[src/design/iqpas_pkg.sv]
// Shared constants for the IQ pulse amplitude scaler.
`timescale 1ns / 1ps
`default_nettype none
package iqpas_pkg;
  localparam int SAMPLE_BITS_DEF = 12;
  localparam int FRAC_BITS_DEF   = 8;
  localparam int GAIN_W          = 8;
  localparam int GAIN2_W         = 2 * GAIN_W;
  localparam int GAIN4_W         = 4 * GAIN_W;
  localparam int HEIGHT_W        = 16;
  localparam int AMP_W           = 36;
  localparam int CFG_IDX_W       = 2;
  localparam int CFG_DATA_W      = 16;
  localparam logic [CFG_IDX_W-1:0] CFG_GAIN_A = 2'd0;
  localparam logic [CFG_IDX_W-1:0] CFG_GAIN_B = 2'd1;
  localparam logic [CFG_IDX_W-1:0] CFG_HEIGHT = 2'd2;
endpackage
`default_nettype wire

[src/design/iqpas_div.sv]
// Pipelined restoring divider by the height, one quotient bit per stage.
`timescale 1ns / 1ps
`default_nettype none
module iqpas_div import iqpas_pkg::*; #(
  parameter int Q_W = 37
) (
  input  wire logic                clk,
  input  wire logic                rst_n,
  input  wire logic                en,
  input  wire logic                in_valid,
  input  wire logic [Q_W-1:0]      dividend,
  input  wire logic [HEIGHT_W-1:0] divisor,
  output logic                     out_valid,
  output logic [Q_W-1:0]           quotient
);
  logic [Q_W:0]          v_r;
  logic [HEIGHT_W-1:0]   rem_r [0:Q_W];
  logic [Q_W-1:0]        dq_r  [0:Q_W];

  always_comb begin
    v_r[0]   = in_valid;
    rem_r[0] = '0;
    dq_r[0]  = dividend;
  end

  for (genvar k = 0; k < Q_W; k++) begin : g_stage
    logic [HEIGHT_W:0] cur;
    logic              take;
    always_comb begin
      cur  = {rem_r[k], dq_r[k][Q_W-1]};
      take = (cur >= {1'b0, divisor});
    end
    always_ff @(posedge clk) begin
      if (!rst_n) begin
        v_r[k+1] <= 1'b0;
      end else if (en) begin
        v_r[k+1] <= v_r[k];
      end
    end
    always_ff @(posedge clk) begin
      if (en) begin
        rem_r[k+1] <= take ? HEIGHT_W'(cur - {1'b0, divisor}) : HEIGHT_W'(cur);
        dq_r[k+1]  <= {dq_r[k][Q_W-2:0], take};
      end
    end
  end

  assign out_valid = v_r[Q_W];
  assign quotient  = dq_r[Q_W];
endmodule
`default_nettype wire

[config.mk]
export PLATFORM = sky130hd
export DESIGN_NAME = iqpas_div
export DESIGN_NICKNAME = d
export VERILOG_FILES = /design/src/design/iqpas_pkg.sv /design/src/design/iqpas_div.sv
export SDC_FILE = /design/constraint.sdc
export NUM_CORES = 2
export LEC_CHECK = 0
export BUFFER_PORTS_ARGS = -buffer_cell sky130_fd_sc_hd__buf_4
export CORE_ASPECT_RATIO = 2
export CORE_UTILIZATION = 35
export DETAILED_ROUTE_END_ITERATION = 6
export PLACE_DENSITY = 0.61
export SYNTH_ARGS = -nofsm -noshare
export SYNTH_HDL_FRONTEND = slang
export SYNTH_SLANG_ARGS = --single-unit
[constraint.sdc]
create_clock -name clk -period 5.2 [get_ports clk]
set_clock_uncertainty 0.05 [all_clocks]
set_input_delay 0.26 -clock clk [delete_from_list [all_inputs] [get_ports clk]]
set_output_delay 0.26 -clock clk [all_outputs]
set_load 0.005 [all_outputs]
Yosys cells after proc, flatten, opt, wreduce, memory -nomap -nowiden:

Index checks and enable logic that the tools add are counted.

* register bits: 1982
* input port bits: 57
* output and inout bits: 38
* word-level logic and storage cells: 220

* add/sub/neg operators: 36
* magnitude comparators: 37
* muxes and demuxes: 36

Operator list (number)
* $ge 17x16->1: 36
* $mux 16: 35
* $sub 16x16->16: 35
* $ge 1x16->1: 1
* $sub 1x16->16: 1
* $mux 1: 1

Logic depth before layout (Yosys ltp):

* depth after elaboration: 2
* gate-level depth with buffers: 14
* mapped depth without buffers: 12

Worst setup path after synthesis:

OpenSTA, ideal clock, no wires.

* path kind: input -> register
* from: input port divisor[1]
* to: register rem_r (netlist bit g_stage[20].cur[10]) (data pin)
* setup time: 260 ps
* arrival time: 3500 ps
* data required time: 4890 ps
* slack: 1391 ps
* stages on the path: 13
* path buffers: 2
* cell sequence: clkbuf_1 inv_1 ha_1 nor2b_1 o31a_1 o31ai_2 a221oi_2 o21a_1 nor2_2 o31ai_1 a41oi_4 buf_6 mux2_2

* word-level cells in the longest chain between the ends: 2
* elaborated cells between the ends (all ways): 3
* classes of those cells: add/sub: 1; order compare: 1; mux: 1

RTL lines
* from (decl): line iqpas_div.sv:12 `input wire logic [HEIGHT_W-1:0] divisor,`
* $sub 16x16->16 / $ge 17x16->1 (equally long branches): line iqpas_div.sv:42, iqpas_div.sv:31
* $mux 16 (*): line iqpas_div.sv:42 `rem_r[k+1] <= take ? HEIGHT_W'(cur - {1'b0, divisor}) : HEIGHT_W'(cur);`
* to (signal, indexed assignment): line iqpas_div.sv:42
* to (decl): line iqpas_div.sv:17 `logic [HEIGHT_W-1:0] rem_r [0:Q_W];`

Every way passes the cells marked *; elsewhere a longest branch is shown, timed or not.
A chain may end at the register's enable or synchronous reset.

Worst setup path after layout:

* from: input port divisor[13]
* to: register rem_r (netlist bit g_stage[28].cur[7]) (data pin)

* word-level cells in the longest chain between the ends: 2

RTL lines
* $ge 17x16->1: line iqpas_div.sv:31 `take = (cur >= {1'b0, divisor});`
* $mux 16: line iqpas_div.sv:42

Every way passes these cells.

==> flow_metrics.tcl <==
set metrics [dict create \
    die_w_um 364.3 \
    fin_setup_tns_ns 0 \
    synthTopCellsByArea "edfxtp_1 (64%), ha_1 (7.9%), mux2_2 (4.0%)" \
    slew_headroom_pct 7.384 \
    ios 95 \
    cp_cell_sequence "dlygate4sd3_1 > buf_4 > inv_1 > buf_4 > ha_1 > and4_1 > nand2_1 > nor3_1 > nor4_1 > o21ai_2 > mux2_2" \
    arrival_ns 4.66 \
    synth_area_mm2 0.09189 \
    wl_per_cell_um 19.72 \
    crit_fanout 26 \
    ys.flop_type "edfxtp_1" \
    synthCells 6415 \
    grt-ovfl-total 0 \
    clock.fmax_ghz 0.2420 \
    async_reset_ff_share_pct 0 \
    cts-resized-gates 0 \
    post_cts_buffers 0 \
    final_common_cell "edfxtp_1" \
    ys_ff_latch 1982 \
    rrSetupSlack_ns 1.49 \
    grt_pass1_wl_um 310800 \
    cellLeakagePower_nw 38.21 \
    grt_pass1_vias 54870 \
    hold_ws_ns 0.07666 \
    max_cap_violations 0 \
    gp_congestion 0.8864 \
    syn_nets 7085 \
    min_period_over_period_pct 79.46 \
    min_to "dq_r[1361]" \
    critPathLaunchType "primary input" \
    outcome "complete, no violations" \
    drive_gt1_share_pct 12.99 \
    initial_core_util_pct 35.26 \
    synth_compound_area_share_pct 9.355 \
    drtIter0Drc 3072 \
    synth_edf_count 1945 \
    cpPeakStageDelay_ns 0.98 \
    drt-pass1-iter-count 6 \
    critPathTopFamily "buffers and inverters" \
    synth_fa_ha_area_share_pct 8.633 \
    vias 53020 \
    min_path_cells 2 \
    nets 7423 \
    yosysUniqueCellTypes 94 \
    period_needed_ns 4.132 \
    ys_seq_area_share_pct 64.37 \
    rr_startpoint "dq_r[221]" \
    hpwl_um 139200 \
    clk_path_buf_depth 4 \
    regArea_mm2 0.05915 \
    hold_path_startpoint "dividend[28]" \
    htreeDepth 4 \
    r2r_cells 11 \
    report.final.slew_viol_count 0 \
    synth-xor-area-share_pct 3.965 \
    antenna_found_initial 11 \
    crit_path_frequent_cell "buf_4" \
    core-area_mm2 0.2606 \
    synth.avg_cell_area_um2 14.32 \
    hp-class "in -> reg" \
    muxShareOfSynthArea_pct 5.060 \
    multi_input_area_mm2 0.03119 \
    worstSetupPathType "in -> reg" \
    cts.sinks 1982 \
    synth_top_area_share_pct 63.56 \
    grt_start_max_net_pins 175 \
    drc 0 \
    clock_latency_ns 0.87 \
    cts_tree "yes" \
    rows 265 \
    worstMarginPinSlew_ns 1.388 \
    grtUsageTotal_pct 15.25 \
    required_ns 5.73 \
    wl_um 204800 \
    via_per_inst 5.105 \
    most-common-layout-cells "edfxtp_1 (1945), ha_1 (578), a21oi_1 (400)" \
    synth_top_area_cell "edfxtp_1" \
    areaGrowthSynthToFinish_pct 13.26 \
    cpMaxStageDelayCell "inv_1" \
    rsz0062_at_grt "false" \
    cp-end-kind "flop" \
    vdd_drop_max_uv 331.6 \
    hold_viol_final 0 \
    yosys.area_share.simple_pct 6.892 \
    fillers 24230 \
    r2r-end "g_stage[33].cur[7]" \
    dpl_cell_area_mm2 0.09732 \
    cts_buffers 193 \
    die-area_mm2 0.2647 \
    clk_pin_slew_ns 0.06 \
    setup_viol 0 \
    powerDensity_mw_per_mm2 589.0 \
    die_h_um 726.6 \
    root_buffer "clkbuf_16" \
    port_buffers 94 \
    design_area_mm2 0.1041 \
    path_buf_inv 4 \
    postRouteAntennaNets 0 \
    yosys_warnings 0 \
    synth_top_family_by_area "compound AO/OA/AOI/OAI gates" \
]
[kinds of logic after synthesis]
kind of cell	count (synthesis)
DFF	1982
AOI/OAI and AO/OA	1339
xor gates and xnor gates	416
adders and majority gates	613
and+or+nand+nor	1295
muxes	422
buffers and inverters	348
[final cells by class]
class | instances | area share (%)
flip-flops and latches | 1982 | 56.83
multi-input cells | 4085 | 29.97
clock buffers | 229 | 4.819
well taps | 3471 | 4.173
repair buffers | 264 | 2.347
clock inverters | 110 | 0.9919
inverters | 227 | 0.8187
diodes | 18 | 0.04328
[cell usage after synthesis (9+ instances only)]
master / count
nor3_1: 108
nand2b_1: 74
nand3_1: 75
o31ai_1: 26
a2111oi_0: 23
o21ai_0: 276
fa_1: 35
dfxtp_1: 37
nor4_1: 22
xnor2_1: 286
o41ai_1: 14
inv_1: 225
nor2b_1: 141
ha_1: 578
o211ai_1: 24
o21a_1: 89
xor2_1: 130
a21boi_0: 30
nor2_1: 396
mux2i_1: 88
clkbuf_1: 42
edfxtp_1: 1945
a31oi_1: 69
buf_4: 48
a211o_1: 15
and2_1: 10
mux2_2: 328
o21ai_1: 22
buf_6: 11
buf_2: 13
or3_1: 25
a211oi_1: 41
and3_1: 27
a31o_2: 9
o21bai_1: 32
o311ai_0: 11
and4_1: 13
a21oi_1: 400
o31a_1: 18
nand2_1: 267
or2_2: 28
a21o_1: 157
nand4_1: 65
[registers in the layout, indices dropped and copies added, names as in the netlist]
| signal | count |
|---|---|
| dq_r | 1332 |
| g_stage.cur | 576 |
| quotient | 37 |
| v_r | 36 |
| out_valid | 1 |
[where the power goes]
group / switching (mW) / internal, mW / leakage, nW / total (mW)
clock: 6.10 / 7.65 / 2.93 / 13.7
sequential: 2.06 / 22.3 / 19.3 / 24.3
combinational: 12.5 / 10.7 / 16.0 / 23.2
[routing by layer]
layer	vias up	routed length (µm)	track usage, %
li1	25220	-	-
met1	26000	72050	15.12
met2	1176	109300	28.58
met3	624	6892	2.045
met4	2	16540	11.18
met5	-	13	0
[timing repair]
| item | CTS | global route |
|---|---|---|
| endpoints found under the hold margin | 123 | 0 |
| hold buffers | 66 | 0 |
| endpoints found under the setup margin | 0 | 0 |
[worst max path at each step]
| stage | start | endpoint | slack (ns) | cells after the start |
|---|---|---|---|---|
| global placement | divisor[1] | g_stage[9].cur[7] | 0.64 | 13 |
| CTS | divisor[13] | g_stage[28].cur[7] | 1.13 | 11 |
| global route | divisor[13] | g_stage[28].cur[7] | 0.95 | 11 |
| floorplan | divisor[1] | g_stage[20].cur[10] | 1.39 | 13 |
| detailed placement | divisor[13] | g_stage[28].cur[7] | 0.76 | 10 |
| finish | divisor[13] | g_stage[28].cur[7] | 1.07 | 11 |
[per-stage QoR]
step | total power, mW | instances | util [%] | worst slack (ns)
final | 61.30 | 10390 | 39.93 | 1.068
after global routing | 65.01 | 10390 | 39.93 | 0.9488
after CTS | 61.97 | 10370 | 39.92 | 1.132
after detailed placement | 47.74 | 9963 | 37.34 | 0.7615
after global placement | 47.18 | 9963 | 37.34 | 0.6400
after floorplan | 41.42 | 6415 | - | 1.391
Note: power is estimated with default switching activity, not from simulation.
