===== src/design/iqpas_pkg.sv =====
// Shared constants for the IQ pulse amplitude scaler.
`timescale 1ns / 1ps
`default_nettype none
package iqpas_pkg;
  localparam int SAMPLE_BITS_DEF = 12;
  localparam int FRAC_BITS_DEF   = 8;
  localparam int GAIN_W          = 8;
  localparam int GAIN2_W         = 2 * GAIN_W;
  localparam int GAIN4_W         = 4 * GAIN_W;
  localparam int HEIGHT_W        = 16;
  localparam int AMP_W           = 36;
  localparam int CFG_IDX_W       = 2;
  localparam int CFG_DATA_W      = 16;
  localparam logic [CFG_IDX_W-1:0] CFG_GAIN_A = 2'd0;
  localparam logic [CFG_IDX_W-1:0] CFG_GAIN_B = 2'd1;
  localparam logic [CFG_IDX_W-1:0] CFG_HEIGHT = 2'd2;
endpackage
`default_nettype wire


===== src/design/iqpas_front.sv =====
// Offset removal, squaring and gain product stages forming the radicand.
`timescale 1ns / 1ps
`default_nettype none
module iqpas_front import iqpas_pkg::*; #(
  parameter int SAMPLE_BITS = SAMPLE_BITS_DEF,
  parameter int FRAC_BITS   = FRAC_BITS_DEF,
  parameter int RAD_W       = 2 * SAMPLE_BITS + 1 + GAIN4_W + 2 * FRAC_BITS + 1
) (
  input  wire logic                   clk,
  input  wire logic                   rst_n,
  input  wire logic                   en,
  input  wire logic                   in_valid,
  input  wire logic [SAMPLE_BITS-1:0] cos_sample,
  input  wire logic [SAMPLE_BITS-1:0] sin_sample,
  input  wire logic [GAIN_W-1:0]      gain_a,
  input  wire logic [GAIN_W-1:0]      gain_b,
  output logic                        out_valid,
  output logic [RAD_W-1:0]            radicand
);
  localparam int SQ_W  = 2 * SAMPLE_BITS;
  localparam int SUM_W = SQ_W + 1;
  localparam int P_W   = SUM_W + GAIN4_W;
  localparam logic [SAMPLE_BITS-1:0] MID = {1'b1, {(SAMPLE_BITS-1){1'b0}}};

  logic [2:0]             v_r;
  logic [SAMPLE_BITS-1:0] dc_r, ds_r;
  logic [GAIN2_W-1:0]     g_r;
  logic [SUM_W-1:0]       sum_r;
  logic [GAIN4_W-1:0]     g2_r;
  logic [P_W-1:0]         p_r;
  logic [SAMPLE_BITS-1:0] dc_nxt, ds_nxt;
  logic [GAIN_W-1:0]      ga_eff, gb_eff;
  logic [SQ_W-1:0]        sqc, sqs;
  logic [P_W-1:0]         p_nxt;

  always_comb begin
    dc_nxt = (cos_sample >= MID) ? cos_sample - MID : MID - cos_sample;
    ds_nxt = (sin_sample >= MID) ? sin_sample - MID : MID - sin_sample;
    ga_eff = (gain_a == '0) ? GAIN_W'(1) : gain_a;
    gb_eff = (gain_b == '0) ? GAIN_W'(1) : gain_b;
    sqc    = SQ_W'(dc_r) * SQ_W'(dc_r);
    sqs    = SQ_W'(ds_r) * SQ_W'(ds_r);
    p_nxt  = P_W'(sum_r) * P_W'(g2_r);
  end

  always_ff @(posedge clk) begin
    if (!rst_n) begin
      v_r <= '0;
    end else if (en) begin
      v_r <= {v_r[1:0], in_valid};
    end
  end

  always_ff @(posedge clk) begin
    if (en) begin
      dc_r  <= dc_nxt;
      ds_r  <= ds_nxt;
      g_r   <= GAIN2_W'(ga_eff) * GAIN2_W'(gb_eff);
      sum_r <= SUM_W'(sqc) + SUM_W'(sqs);
      g2_r  <= GAIN4_W'(g_r) * GAIN4_W'(g_r);
      p_r   <= p_nxt;
    end
  end

  assign out_valid = v_r[2];
  assign radicand  = RAD_W'(p_r) << (2 * FRAC_BITS);
endmodule
`default_nettype wire


===== config.mk =====
export PLATFORM = sky130hd
export DESIGN_NAME = iqpas_front
export DESIGN_NICKNAME = d
export VERILOG_FILES = /design/src/design/iqpas_pkg.sv /design/src/design/iqpas_front.sv
export SDC_FILE = /design/constraint.sdc
export NUM_CORES = 2
export LEC_CHECK = 0
export BUFFER_PORTS_ARGS = -buffer_cell sky130_fd_sc_hd__buf_2
export CAP_MARGIN = 20
export CORE_UTILIZATION = 35
export CTS_CLUSTER_SIZE = 20
export DETAILED_ROUTE_END_ITERATION = 6
export GPL_TIMING_DRIVEN = 0
export SLEW_MARGIN = 20
export SYNTH_ARGS = -nofsm -noshare
export SYNTH_HDL_FRONTEND = slang
export SYNTH_SLANG_ARGS = --single-unit

===== constraint.sdc =====
create_clock -name clk -period 9.8 [get_ports clk]
set_input_delay 1.96 -clock clk [delete_from_list [all_inputs] [get_ports clk]]
set_output_delay 1.96 -clock clk [all_outputs]
set_load 0.01 [all_outputs]

After elaboration in Yosys (flattened, before gate mapping)
Cells that the tools add are included.
{"block": "totals", "mem_bits_ro": 0, "ramBits": 0, "ff_bits": 157, "mem_count": 0, "latch_bits": 0, "input_bits": 44, "word_cells": 25, "output_inout_bits": 75}
{"block": "classes", "n_reduce_logical": 2, "add_sub_neg": 5, "mul": 5, "n_lt_le_gt_ge": 2, "div_mod_pow": 0, "shifts": 0, "muxes": 4, "eq_ne": 0, "n_bitwise": 0}
{"operator": "25-bit by 32-bit multiplier with 57-bit output", "n": 1}
{"operator": "12-bit by 12-bit multiplier with 24-bit output", "n": 2}
{"operator": "16-bit by 16-bit multiplier with 32-bit output", "n": 1}
{"operator": "24-bit by 24-bit adder with 25-bit output", "n": 1}
{"operator": "12-bit >= comparator (second input constant)", "n": 2}
{"operator": "12-bit 2-to-1 mux", "n": 2}
{"operator": "12-bit subtractor (first input constant)", "n": 2}
{"operator": "12-bit subtractor (second input constant)", "n": 2}
{"operator": "8-bit logical NOT", "n": 2}
{"operator": "8-bit by 8-bit multiplier with 16-bit output", "n": 1}
{"operator": "8-bit 2-to-1 mux", "n": 2}

Depth between registers and ports, before layout
{"block": "logic_depth", "ltp_word": 3, "ltp_mapped": 26, "mapped_depth_nobuf": 24}

Worst setup path after synthesis
OpenSTA, ideal clock, no wires.
{"block": "synth_timing", "path_type": "reg2reg", "startpoint": "register sum_r[4]", "endpoint": "register p_r[54], data pin", "t_required_ps": 9538, "synth_period_minus_slack_ps": 6592, "arrival_time_ps": 6330, "setup_slack_ps": 3208, "n_path_buf": 2, "path_stages_with_launch": 25, "setup_time_ps": 262, "cell_sequence": "edfxtp_1 > clkbuf_1 > nand2_1 > fa_1 > inv_1 > fa_1 > inv_1 > fa_1 > fa_1 > inv_1 > fa_1 > fa_1 > inv_1 > fa_1 > inv_1 > ha_1 > clkbuf_1 > a21oi_1 > o21ai_0 > a221o_1 > a211oi_1 > o31ai_4 > a21oi_4 > o211ai_2 > xor2_1"}
{"block": "synth_between", "elab_chain_cells": 1}
{"item": "start: declaration", "line_no": "iqpas_front.sv:28", "source": "logic [SUM_W-1:0] sum_r;"}
{"item": "start signal: assignment", "line_no": "iqpas_front.sv:59", "source": "sum_r <= SUM_W'(sqc) + SUM_W'(sqs);"}
{"item": "25-bit by 32-bit multiplier with 57-bit output", "line_no": "iqpas_front.sv:43", "source": "p_nxt = P_W'(sum_r) * P_W'(g2_r);"}
{"item": "named net p_nxt[54]", "line_no": "iqpas_front.sv:34", "source": "logic [P_W-1:0] p_nxt;"}
{"item": "end signal: assignment", "line_no": "iqpas_front.sv:61", "source": "p_r <= p_nxt;"}
{"item": "end: declaration", "line_no": "iqpas_front.sv:30", "source": "logic [P_W-1:0] p_r;"}
The timed path passes the listed nets, and every way through them passes these cells.
A chain may end at the register's enable or synchronous reset.

Worst setup path after layout
{"block": "layout_timing", "startpoint": "register g2_r[17]", "endpoint": "register p_r[44], data pin"}
{"block": "layout_between", "elab_chain_cells": 1}
{"item": "start: declaration", "line_no": "iqpas_front.sv:29", "source": "logic [GAIN4_W-1:0] g2_r;"}
{"item": "start signal: assignment", "line_no": "iqpas_front.sv:60", "source": "g2_r <= GAIN4_W'(g_r) * GAIN4_W'(g_r);"}
{"item": "25-bit by 32-bit multiplier with 57-bit output", "line_no": "iqpas_front.sv:43"}
{"item": "named net p_nxt[44]", "line_no": "iqpas_front.sv:34"}
The timed path passes the listed nets, and every way through them passes these cells.

==> summary.txt <==
GRT
  • Most crowded layer after global routing: met2
  • Maximum number of pins on one net before global-route repair: 77
  • Met1 layer usage reported by global route: 25.9%
  • GRT met2 Usage: 34.1%
  • Antenna violations before repair: 8
  • Wire length of the first global-routing pass: 209 mm
  • Global-route met3 utilization: 2.82%
  • Congestion Overflow GR: 0
  • Total global routing track utilization: 20.0%
  • Via count of the first global-routing pass: 36100

Yosys
  • Share of flip-flops with an asynchronous set or reset: 0%
  • Yosys reg bits: 156
  • Syn Std Cell Area: 0.0479 mm²
  • Most common flop cell mapped by yosys: sky130_fd_sc_hd__edfxtp_1
  • EDFF count, synth: 153
  • Distinct cell type count of the synthesized netlist: 73
  • Largest area contributor in the netlist: sky130_fd_sc_hd__fa_1
  • Avg Synthesized Cell Area: 9.51 µm²
  • Cells taking the most area after synthesis: sky130_fd_sc_hd__fa_1 45%, sky130_fd_sc_hd__ha_1 11%, sky130_fd_sc_hd__inv_1 10%
  • Gate count of the mapped netlist: 5039
  • Most used standard cells in the synthesized netlist: 1311 x sky130_fd_sc_hd__inv_1, 1074 x sky130_fd_sc_hd__fa_1, 579 x sky130_fd_sc_hd__and2_1
  • Dominant cell by count in the synthesized netlist: sky130_fd_sc_hd__inv_1
  • Synth Warn #: 0
  • Share of the synthesized area in the top cell type: 44.9%
  • Sequential cell area fraction in the yosys report: 9.71%

STA
  • Crit share post-route: 91.5%
  • Worst slack on hold paths: 527 ps
  • Setup TNS Final: 0 ps
  • Worst-case setup margin in the final layout: 829 ps
  • Transition at the pin with the smallest max-transition slack: 1100 ps
  • Final hold violation count: 0
  • Fin. max-slew vios: 0
  • Slew margin rel.: 26.5%
  • Shortest clock period the worst path allows after layout: 8970 ps
  • Final count of negative-setup-slack endpoints: 0
  • Final Skew: 13.3 ps
  • Setup repair after global routing missed its margin: no
  • Maximum clock frequency: 0.111 GHz

Hold path
  • Hold/Removal Path Class: reg -> reg

Floorplanning
  • Chip width: 372 µm
  • Floorplan Core Area: 0.136 mm²
  • Starting density of the core: 35.3%
  • Total Die Area: 0.138 mm²
  • Count of pins on the block boundary: 119
  • # rows: 135
  • Die Height: 372 µm

Clock tree
  • Clk Tree Root Cell: sky130_fd_sc_hd__clkbuf_16
  • CTS tree: yes
  • Number of H-tree levels: 4
  • Buffers inserted by post-CTS timing repair: 0
  • Clock-pin slew reported for the worst setup and hold paths after clock tree synthesis: 80 ps
  • Hold-fix buffer count after cts: 0
  • CTS Buf Count: 17
  • Clock Tree Buf Depth: 2
  • CTS resizes: 0
  • Sink count of the clock tree: 156
  • Insertion delay of the later-clocked pin in the worst-skew pair: 530 ps

Placed design
  • Total placed instance area: 0.0508 mm²
  • Number of input and output port buffers inserted: 94
  • Post-detail-place hpwl: 114 mm
  • RD Place Congestion: 0.957
  • Pre-CTS setup slack: 813 ps

Route
  • Post-DR vias/cell: 4.81
  • Final wirelength: 133 mm
  • Iteration-0 DRC count of the detailed router: 2168
  • DR DRC count: 0
  • Wire per inst: 19.0 µm
  • First drt pass iteration count: 6
  • Via count: 33600
  • Number of antenna-violating nets in the routed design: 0

Cells and area
  • Area of all placed cells without fillers: 0.0514 mm²
  • Fraction of layout cells with a size suffix above 1: 3.60%
  • Number of filler cells placed in the layout: 13700
  • Layout overhead on the synthesized area: 7.20%
  • Post-layout net count: 6735

Worst setup path
  • Required time of the critical path: 10080 ps
  • CP Cell Sequence: clkbuf_1 > nand2_1 > fa_1 > inv_1 > fa_1 > inv_1 > fa_1 > fa_1 > inv_1 > fa_1 > fa_1 > inv_1 > fa_1 > inv_1 > ha_1 > clkbuf_1 > a21o_1 > a21oi_1 > nand2_1 > a21o_2 > a41o_1 > a31oi_2 > o21ai_1 > xor2_1
  • Library cell appearing most often on the critical path: sky130_fd_sc_hd__fa_1
  • Critical setup path kind: reg -> reg
  • Worst EP arrival: 9250 ps
  • Cell type of the slowest stage on the worst timing path: sky130_fd_sc_hd__clkbuf_1
  • Critical Path Sink Type: flop
  • Worst path max stage delay: 810 ps
  • Setup crit start kind: flop
  • Max Fanout on Critical Path: 10

Outcome
  • Outcome: completed

Flow run
  • Max-cap violations: 0
-- state kept, by name, indices dropped and copies added (netlist names) --
signal,count
v_r,3
dc_r,12
ds_r,12
sum_r,25
g2_r,31
p_r,57
g_r,16
-- stage by stage --
stage                     cells  utilization (%)
after floorplan            5065                -
after global placement     6940             37.4
after detailed placement   6942             37.4
after CTS                  6974             37.9
after global routing       6974             37.9
final                      6976             37.9
-- area by class of cell --
type	count	area (µm²)	share of cell area [%]
well taps	1781	2230	4.34
multi-input cells	3380	37600	73.1
clock inverters	15	160	0.312
diodes	2	5.00	0.00974
clock buffers	17	425	0.828
flip-flops and latches	156	4650	9.06
repair buffers	96	536	1.04
inverters	1311	4920	9.58
plain buffers	218	886	1.72
-- worst max-delay path: cells and delay by family, from the launching register on --
kind                     cells  cell delay, ps
AO/OA/AOI/OAI                6            2230
XOR/XNOR                     1             180
adder cells (fa/ha/maj)      8            3820
buffers and inverters        7            1250
flip-flops                   1             760
AND/OR/NAND/NOR              2             450
-- final timing paths --
check	startpoint	to	slack, ps	cells after the start
worst max-delay path	g2_r[17]	p_r[44]	830	24
worst max register to register	g2_r[17]	p_r[44]	830	24
worst min-delay path	v_r[2]	v_r[2]	530	2
worst min register to register	v_r[2]	v_r[2]	530	2
-- cell families after synthesis --
kind of cell | share of synthesized area (%)
XOR/XNOR | 2.67
adder cells (fa/ha/maj) | 56.3
AO/OA/AOI/OAI | 4.48
buffers and inverters | 12.1
multiplexers | 0.157
other | 0.0157
AND/OR/NAND/NOR | 14.6
flip-flops | 9.71
-- cell usage in the layout, fill, tap and decap left out, types with 8 or more instances in the layout --
| master | synthesis | layout |
|---|---|---|
| sky130_fd_sc_hd__fa_1 | 1074 | 1074 |
| sky130_fd_sc_hd__xnor2_1 | 86 | 86 |
| sky130_fd_sc_hd__nand4_1 | 14 | 14 |
| sky130_fd_sc_hd__nand2_1 | 561 | 561 |
| sky130_fd_sc_hd__edfxtp_1 | 153 | 153 |
| sky130_fd_sc_hd__clkbuf_1 | 198 | 198 |
| sky130_fd_sc_hd__nand2b_1 | 13 | 13 |
| sky130_fd_sc_hd__o21a_1 | 8 | 8 |
| sky130_fd_sc_hd__a21o_1 | 59 | 59 |
| sky130_fd_sc_hd__o21bai_1 | 15 | 15 |
| sky130_fd_sc_hd__o21ai_1 | 11 | 11 |
| sky130_fd_sc_hd__clkbuf_16 | 0 | 17 |
| sky130_fd_sc_hd__nor2b_1 | 31 | 31 |
| sky130_fd_sc_hd__buf_4 | 17 | 17 |
| sky130_fd_sc_hd__ha_1 | 437 | 437 |
| sky130_fd_sc_hd__or2_2 | 8 | 8 |
| sky130_fd_sc_hd__buf_2 | 2 | 95 |
| sky130_fd_sc_hd__and3_1 | 21 | 21 |
| sky130_fd_sc_hd__a31oi_1 | 16 | 16 |
| sky130_fd_sc_hd__nor3_1 | 23 | 23 |
| sky130_fd_sc_hd__o21ai_0 | 34 | 34 |
| sky130_fd_sc_hd__inv_1 | 1311 | 1311 |
| sky130_fd_sc_hd__and2_1 | 579 | 579 |
| sky130_fd_sc_hd__nand3_1 | 21 | 21 |
| sky130_fd_sc_hd__xor2_1 | 60 | 60 |
| sky130_fd_sc_hd__a21oi_1 | 110 | 110 |
| sky130_fd_sc_hd__conb_1 | 2 | 28 |
| sky130_fd_sc_hd__nor2_1 | 77 | 77 |
-- metal layers --
| layer | vias up | part of all wire (%) |
|---|---|---|
| met5 | - | 0.035 |
| met2 | 1103 | 49 |
| li1 | 15100 | - |
| met3 | 206 | 6.9 |
| met1 | 17200 | 41 |
| met4 | 6 | 3.7 |
Power is left out: the tool's default activity adds up to more than one toggle a clock period on the data nets, which glitch-free logic cannot reach.
