`config.mk`:
```
export PLATFORM = sky130hd
export DESIGN_NAME = iqpas_sqrt
export DESIGN_NICKNAME = d
export VERILOG_FILES = /design/src/design/iqpas_pkg.sv /design/src/design/iqpas_sqrt.sv
export SDC_FILE = /design/constraint.sdc
export NUM_CORES = 2
export LEC_CHECK = 0
export ABC_AREA = 0
export BUFFER_PORTS_ARGS = -buffer_cell sky130_fd_sc_hd__buf_2
export CAP_MARGIN = 15
export CORE_MARGIN = 2
export CORE_UTILIZATION = 69
export CTS_CLUSTER_SIZE = 28
export DETAILED_ROUTE_END_ITERATION = 6
export HOLD_SLACK_MARGIN = 0.15
export PLACE_DENSITY = 0.95
export RECOVER_POWER = 50
export SETUP_SLACK_MARGIN = 0.5
export SLEW_MARGIN = 10
export SYNTH_ARGS = -nofsm -noshare
export SYNTH_HDL_FRONTEND = slang
export SYNTH_SLANG_ARGS = --single-unit
```
`constraint.sdc`:
```
create_clock -name clk -period 6.5 [get_ports clk]
set_clock_uncertainty 0.2 [all_clocks]
set_input_delay 1.625 -clock clk [delete_from_list [all_inputs] [get_ports clk]]
set_output_delay 1.625 -clock clk [all_outputs]
set_load 0.01 [all_outputs]
```
`src/design/iqpas_pkg.sv`:
```
// Shared constants for the IQ pulse amplitude scaler.
`timescale 1ns / 1ps
`default_nettype none
package iqpas_pkg;
  localparam int SAMPLE_BITS_DEF = 12;
  localparam int FRAC_BITS_DEF   = 8;
  localparam int GAIN_W          = 8;
  localparam int GAIN2_W         = 2 * GAIN_W;
  localparam int GAIN4_W         = 4 * GAIN_W;
  localparam int HEIGHT_W        = 16;
  localparam int AMP_W           = 36;
  localparam int CFG_IDX_W       = 2;
  localparam int CFG_DATA_W      = 16;
  localparam logic [CFG_IDX_W-1:0] CFG_GAIN_A = 2'd0;
  localparam logic [CFG_IDX_W-1:0] CFG_GAIN_B = 2'd1;
  localparam logic [CFG_IDX_W-1:0] CFG_HEIGHT = 2'd2;
endpackage
`default_nettype wire

```
`src/design/iqpas_sqrt.sv`:
```
// Pipelined integer square root, one result bit per stage.
`timescale 1ns / 1ps
`default_nettype none
module iqpas_sqrt import iqpas_pkg::*; #(
  parameter int ROOT_W = 37
) (
  input  wire logic                  clk,
  input  wire logic                  rst_n,
  input  wire logic                  en,
  input  wire logic                  in_valid,
  input  wire logic [2*ROOT_W-1:0]   radicand,
  output logic                       out_valid,
  output logic [ROOT_W-1:0]          root
);
  logic [ROOT_W:0]     v_r;
  logic [ROOT_W:0]     rem_r  [0:ROOT_W];
  logic [ROOT_W-1:0]   root_r [0:ROOT_W];
  logic [2*ROOT_W-1:0] rad_r  [0:ROOT_W];

  always_comb begin
    v_r[0]    = in_valid;
    rem_r[0]  = '0;
    root_r[0] = '0;
    rad_r[0]  = radicand;
  end

  for (genvar k = 0; k < ROOT_W; k++) begin : g_stage
    logic [ROOT_W+2:0] cur, trial;
    logic              take;
    always_comb begin
      cur   = {rem_r[k], rad_r[k][2*ROOT_W-1 -: 2]};
      trial = {1'b0, root_r[k], 2'b01};
      take  = (cur >= trial);
    end
    always_ff @(posedge clk) begin
      if (!rst_n) begin
        v_r[k+1] <= 1'b0;
      end else if (en) begin
        v_r[k+1] <= v_r[k];
      end
    end
    always_ff @(posedge clk) begin
      if (en) begin
        rem_r[k+1]  <= take ? (ROOT_W+1)'(cur - trial) : (ROOT_W+1)'(cur);
        root_r[k+1] <= {root_r[k][ROOT_W-2:0], take};
        rad_r[k+1]  <= rad_r[k] << 2;
      end
    end
  end

  assign out_valid = v_r[ROOT_W];
  assign root      = root_r[ROOT_W];
endmodule
`default_nettype wire

```
Yosys cells after proc, flatten, opt, wreduce, memory -nomap -nowiden:

Cells that the tools add are included.

* register bits after elaboration: 3405
* input bits: 78
* output and inout port bits: 38
* word-level logic and storage cells: 256

* $add $sub $neg: 36
* $lt $le $gt $ge: 37
* mux-type cells: 36

Operators with widths (number)
* 2-to-1 mux 38 bit: 35
* greater-or-equal comparator 40 x 10 -> 1 bit: 1
* greater-or-equal comparator 40 x 11 -> 1 bit: 1
* greater-or-equal comparator 40 x 12 -> 1 bit: 1
* greater-or-equal comparator 40 x 13 -> 1 bit: 1
* greater-or-equal comparator 40 x 14 -> 1 bit: 1
* greater-or-equal comparator 40 x 15 -> 1 bit: 1
* greater-or-equal comparator 40 x 16 -> 1 bit: 1
* greater-or-equal comparator 40 x 17 -> 1 bit: 1
* greater-or-equal comparator 40 x 18 -> 1 bit: 1
* greater-or-equal comparator 40 x 19 -> 1 bit: 1
* greater-or-equal comparator 40 x 20 -> 1 bit: 1
* greater-or-equal comparator 40 x 21 -> 1 bit: 1
* greater-or-equal comparator 40 x 22 -> 1 bit: 1
* greater-or-equal comparator 40 x 23 -> 1 bit: 1
* greater-or-equal comparator 40 x 24 -> 1 bit: 1
* greater-or-equal comparator 40 x 25 -> 1 bit: 1
* greater-or-equal comparator 40 x 26 -> 1 bit: 1
* greater-or-equal comparator 40 x 27 -> 1 bit: 1
* greater-or-equal comparator 40 x 28 -> 1 bit: 1
* greater-or-equal comparator 40 x 29 -> 1 bit: 1
* greater-or-equal comparator 40 x 3 -> 1 bit: 1
* greater-or-equal comparator 40 x 30 -> 1 bit: 1
* greater-or-equal comparator 40 x 31 -> 1 bit: 1
* other kinds (51): 51

Depth between registers and ports, before layout:

* depth after elaboration: 2
* mapped depth: 16
* gate-level depth less buffers: 14

Worst setup path before layout:

Ideal clock, no wire load.

* path kind: register -> register
* start: register rem_r, in the netlist g_stage[28].cur[2]
* end: register rem_r, in the netlist g_stage[29].cur[10] (data pin)
* setup time: 0.260 ns
* data arrival time: 3.311 ns
* data required time: 6.040 ns
* setup slack: 2.729 ns
* stages on the path, launching flop included: 13
* buffers on the path: 2
* period minus slack after synthesis: 3.771 ns
* cells stage by stage: edfxtp_1 ha_1 nor2b_1 o31ai_1 nand2_1 a221o_1 a311oi_1 o311ai_1 nand2_1 and2_1 clkbuf_1 buf_2 mux2_2

* cells in the longest elaborated chain, start to end: 2
* elaborated cells on any way between the ends: 3
* those cells by class: add/sub: 1; order compare: 1; mux: 1

Ends and longest elaborated chain
* start, declared: RTL line iqpas_sqrt.sv:16 `logic [ROOT_W:0] rem_r [0:ROOT_W];`
* start signal, assigned by index: RTL line iqpas_sqrt.sv:44 `rem_r[k+1] <= take ? (ROOT_W+1)'(cur - trial) : (ROOT_W+1)'(cur);`
* subtractor 38 x 30 -> 38 bit or greater-or-equal comparator 40 x 30 -> 1 bit (tied branches): RTL line iqpas_sqrt.sv:44, iqpas_sqrt.sv:33
* 2-to-1 mux 38 bit (*): RTL line iqpas_sqrt.sv:44

Mark *: on every way between the ends. The rest lies on a longest branch, timed or not.
A chain may end at the register's enable or synchronous reset.

Worst setup path in the final report:

* start: input port en
* end: register rem_r, in the netlist g_stage[29].cur[21], enable pin

RTL lines
* start, declared: RTL line iqpas_sqrt.sv:9 `input wire logic en,`

No word-level cell between the ends.

==> impl_results.html <==
<table>
<tr><th>Metric</th><th>Value</th></tr>
<tr><th colspan="2">Timing</th></tr>
<tr><td>Maximum clock rate</td><td>0.177 GHz</td></tr>
<tr><td>Max-slew headroom</td><td>-169%</td></tr>
<tr><td>Final worst path period need</td><td>5.64 ns</td></tr>
<tr><td>Final-report hold violation count</td><td>0</td></tr>
<tr><td>Pin slew with the least headroom to its limit</td><td>4.04 ns</td></tr>
<tr><td>Final setup violation count</td><td>0</td></tr>
<tr><td>Final worst-path cycle share</td><td>86.8%</td></tr>
<tr><td>Max Transition Viols Final</td><td>149</td></tr>
<tr><td>Post-route setup TNS</td><td>0 ns</td></tr>
<tr><td>Unrepaired setup endpoints after global routing</td><td>false</td></tr>
<tr><th colspan="2">Cells and area</th></tr>
<tr><td>Layout filler cell count</td><td>13200</td></tr>
<tr><td>Share of cells above drive strength 1</td><td>7.09%</td></tr>
<tr><td>Net count, final</td><td>13400</td></tr>
<tr><td>Final Non-Filler Cells</td><td>15800</td></tr>
<tr><td>Area Overhead vs Synth</td><td>10.2%</td></tr>
<tr><td>End-of-flow core utilization</td><td>76.3%</td></tr>
<tr><th colspan="2">CTS</th></tr>
<tr><td>Clock transition at path regs</td><td>0.06 ns</td></tr>
<tr><td>Number of hold buffers added after cts</td><td>0</td></tr>
<tr><td>CTS tree</td><td>done</td></tr>
<tr><td>Buffers inserted by post-CTS timing repair</td><td>0</td></tr>
<tr><td>Total CTS buffers</td><td>353</td></tr>
<tr><td>Buffer cell driving the clock tree root</td><td>sky130_fd_sc_hd__clkbuf_16</td></tr>
<tr><td>Clock Latency Late Sink</td><td>1.00 ns</td></tr>
<tr><td>Count of clock tree sinks</td><td>3381</td></tr>
<tr><td>H-tree depth</td><td>5</td></tr>
<tr><td>Post-cts resize count</td><td>0</td></tr>
<tr><td>Max Root-Sink Buffers</td><td>4</td></tr>
<tr><th colspan="2">Yosys</th></tr>
<tr><td>Most numerous cell types in the synthesized netlist</td><td>sky130_fd_sc_hd__edfxtp_1, sky130_fd_sc_hd__inv_1, sky130_fd_sc_hd__nand2_1, sky130_fd_sc_hd__ha_1, sky130_fd_sc_hd__a21oi_1</td></tr>
<tr><td>Count of synthesis-stage warnings from yosys</td><td>0</td></tr>
<tr><td>Yosys reg bits</td><td>3381</td></tr>
<tr><td>Async set-reset flop share out of synthesis</td><td>0%</td></tr>
<tr><td>Count of different cell masters after synthesis</td><td>98</td></tr>
<tr><td>Post-Synthesis Cells</td><td>12200</td></tr>
<tr><td>Yosys top cell area share</td><td>63.9%</td></tr>
<tr><td>Share of the yosys chip area belonging to registers</td><td>64.4%</td></tr>
<tr><td>Main area contributors after synthesis</td><td>sky130_fd_sc_hd__edfxtp_1, sky130_fd_sc_hd__ha_1, sky130_fd_sc_hd__xor2_1</td></tr>
<tr><td>Net count of the mapped netlist</td><td>13000</td></tr>
<tr><td>Most frequently used flop master after synthesis</td><td>sky130_fd_sc_hd__edfxtp_1</td></tr>
<tr><td>Cell with the most instances after synthesis</td><td>sky130_fd_sc_hd__edfxtp_1</td></tr>
<tr><td>Cell Area, Synth</td><td>0.157 sq mm</td></tr>
<tr><td>Post-synthesis area per instance</td><td>12.9 sq um</td></tr>
<tr><td>Cell type with the largest total area after synthesis</td><td>sky130_fd_sc_hd__edfxtp_1</td></tr>
<tr><td>Number of synthesized flops with an enable pin</td><td>3344</td></tr>
<tr><th colspan="2">Route</th></tr>
<tr><td>DRC violation total after the first TritonRoute iteration</td><td>11900</td></tr>
<tr><td>Number of design rule violations left after detail routing</td><td>4</td></tr>
<tr><td>Routed metal-1 wirelength</td><td>139000 microns</td></tr>
<tr><td>Post-DRT Antenna Nets</td><td>0</td></tr>
<tr><td>Detailed-routed wire length on met3</td><td>23600 microns</td></tr>
<tr><td>Top routing layer used</td><td>met5</td></tr>
<tr><td>Detailed-router iteration count before antenna repair</td><td>7</td></tr>
<tr><td>Average via count per standard cell</td><td>6.32</td></tr>
<tr><td>WL met2</td><td>178000 microns</td></tr>
<tr><td>Detailed-route wire length per cell</td><td>22.5 microns</td></tr>
<tr><td>Overall routed net length</td><td>357000 microns</td></tr>
<tr><td>Via count</td><td>100000</td></tr>
<tr><th colspan="2">GRT</th></tr>
<tr><td>Combined global-route utilization of all metal layers</td><td>30.4%</td></tr>
<tr><td>GRT Residual Overflow</td><td>0</td></tr>
<tr><td>Number of antenna violations at the first check in global routing</td><td>8</td></tr>
<tr><td>Wire length of the first global-routing pass</td><td>553000 microns</td></tr>
<tr><td>Pin count of the biggest net entering global routing</td><td>189</td></tr>
<tr><td>Number of global-route vias before repair</td><td>99100</td></tr>
<tr><th colspan="2">Setup path</th></tr>
<tr><td>Delay of the slowest critical-path stage</td><td>2.63 ns</td></tr>
<tr><td>Maximum fanout encountered on the critical timing path</td><td>101</td></tr>
<tr><td>Element type at the critical path start</td><td>primary input</td></tr>
<tr><td>Critical path data arrival time</td><td>5.95 ns</td></tr>
<tr><td>Cell Chain, Critical Path</td><td>clkbuf_2 &gt; clkbuf_1</td></tr>
<tr><td>Type of the worst setup path</td><td>in -&gt; reg</td></tr>
<tr><td>Number of buffer and inverter stages on the critical path</td><td>2</td></tr>
<tr><td>Kind of end point of the critical path</td><td>flip-flop</td></tr>
<tr><td>Slowest-stage cell, CP</td><td>sky130_fd_sc_hd__clkbuf_2</td></tr>
<tr><td>Top cell family by delay on the critical path</td><td>buffers and inverters</td></tr>
<tr><td>Critical path data required time</td><td>6.80 ns</td></tr>
<tr><th colspan="2">Die</th></tr>
<tr><td>Core area</td><td>0.227 sq mm</td></tr>
<tr><td>Die area</td><td>0.232 sq mm</td></tr>
<tr><td>Boundary Pins</td><td>116</td></tr>
<tr><td>Horizontal extent of the die</td><td>481 microns</td></tr>
<tr><td>Core Rows</td><td>175</td></tr>
<tr><td>Initial Utilization</td><td>69.3%</td></tr>
<tr><td>Die boundary height</td><td>481 microns</td></tr>
<tr><th colspan="2">Outcome</th></tr>
<tr><td>Status</td><td>finished, violations left</td></tr>
<tr><td>Violated checks</td><td>design-rule violations, max-capacitance violations, max-slew violations</td></tr>
<tr><th colspan="2">Placed design</th></tr>
<tr><td>Global placer's final weighted congestion</td><td>0.944</td></tr>
<tr><td>Detailed placement HPWL</td><td>240000 microns</td></tr>
<tr><td>IO buf count</td><td>115</td></tr>
<tr><td>Number of placed instances with taps included</td><td>15200</td></tr>
<tr><th colspan="2">Power</th></tr>
<tr><td>Leakage power</td><td>66.3 nW</td></tr>
<tr><td>Power per Cell Area</td><td>370 mW/mm^2</td></tr>
<tr><td>Worst ir drop on vdd</td><td>360 uV</td></tr>
<tr><th colspan="2">Flow run</th></tr>
<tr><td>Maximum capacitance violations</td><td>3</td></tr>
<tr><th colspan="2">Hold path</th></tr>
<tr><td>Class of the tightest hold or removal check</td><td>reg -&gt; reg</td></tr>
</table>
-- final timing paths --
path,cells after the start,slack (ns),endpoint,from
max,2,0.86,g_stage[29].cur[21],en
min,0,0.16,rad_r[1106],rad_r[1178]
max reg2reg,13,1.27,g_stage[29].cur[6],g_stage[28].cur[2]
min reg2reg,0,0.16,rad_r[1106],rad_r[1178]
-- registers in the layout, summed over array words and instances, names as in the netlist --
register,count
g_stage.cur,1381
rad_r,1260
g_stage.trial,666
root,37
v_r,36
out_valid,1
-- worst reg2reg max path, delay by kind of cell, from the launching register on --
family / cells / cell delay, ns
DFF: 1 / 0.41
AOI/OAI and AO/OA: 5 / 2.09
adders and majority gates: 1 / 0.40
and+or+nand+nor: 5 / 1.22
buffers and inverters: 2 / 0.59
-- routing by layer --
| layer | global-route usage, % | vias to the layer above |
|---|---|---|
| li1 | - | 45800 |
| met1 | 39.1 | 48300 |
| met2 | 52.2 | 4832 |
| met3 | 4.36 | 1166 |
| met4 | 12.6 | 4 |
| met5 | 0 | - |
-- kinds of logic (layout without fill, tap and decap cells) --
kind of cell / after synthesis / count (layout) / synth area share (%)
muxes: 136 / 136 / 0.931
adders and majority gates: 742 / 742 / 5.91
and+or+nand+nor: 3192 / 3192 / 10.0
buffers and inverters: 1176 / 1781 / 2.83
other: 1 / 3 / 0.00239
xor gates and xnor gates: 1113 / 1113 / 6.20
AOI/OAI and AO/OA: 2466 / 2466 / 9.72
DFF: 3381 / 3381 / 64.4
-- stage by stage --
stage          hold slack, ns  instance area (sq um)  setup slack [ns]  total power (W)
6_report                0.160                 173000             0.856           0.0640
3_5_place_dp            0.205                 162000              1.82           0.0437
5_1_grt                 0.172                 173000             0.679           0.0668
4_1_cts                 0.153                 173000              1.62           0.0640
2_1_floorplan           0.200                 157000              2.73           0.0393
3_3_place_gp            0.200                 162000              2.01           0.0432
-- cells in the final DEF (no fill, tap or decap), drive strengths merged, types with 83 or more instances in the layout --
cell | netlist | layout
o21a | 121 | 121
or3 | 146 | 146
clkinv | 3 | 124
nand3 | 187 | 187
a21oi | 721 | 721
nor4 | 137 | 137
clkbuf | 196 | 467
buf | 38 | 177
nand2b | 128 | 128
nor2b | 141 | 141
nor3 | 314 | 314
a21o | 322 | 322
nor2 | 694 | 694
nand2 | 924 | 924
o21bai | 83 | 83
ha | 742 | 742
xor2 | 567 | 567
xnor2 | 546 | 546
o21ai | 693 | 693
edfxtp | 3344 | 3344
inv | 939 | 952
nand4 | 125 | 125
-- report_power, final --
group | switching, W | total (W) | internal, W
registers | 0.00202 | 0.0297 | 0.0277
logic | 0.00832 | 0.0140 | 0.00571
clock network | 0.00831 | 0.0202 | 0.0119
total | 0.0187 | 0.0640 | 0.0453
-- cell type report --
type	instances	area, sq um	share of cell area (%)
inverters	942	3540	2.04
well taps	3009	3760	2.17
diodes	2	5.00	0.00289
clock inverters	195	2240	1.29
repair buffers	219	1500	0.867
multi-input cells	7650	51700	29.8
clock buffers	425	9250	5.34
flip-flops and latches	3381	101000	58.4
Note: power is estimated with default switching activity, not from simulation.
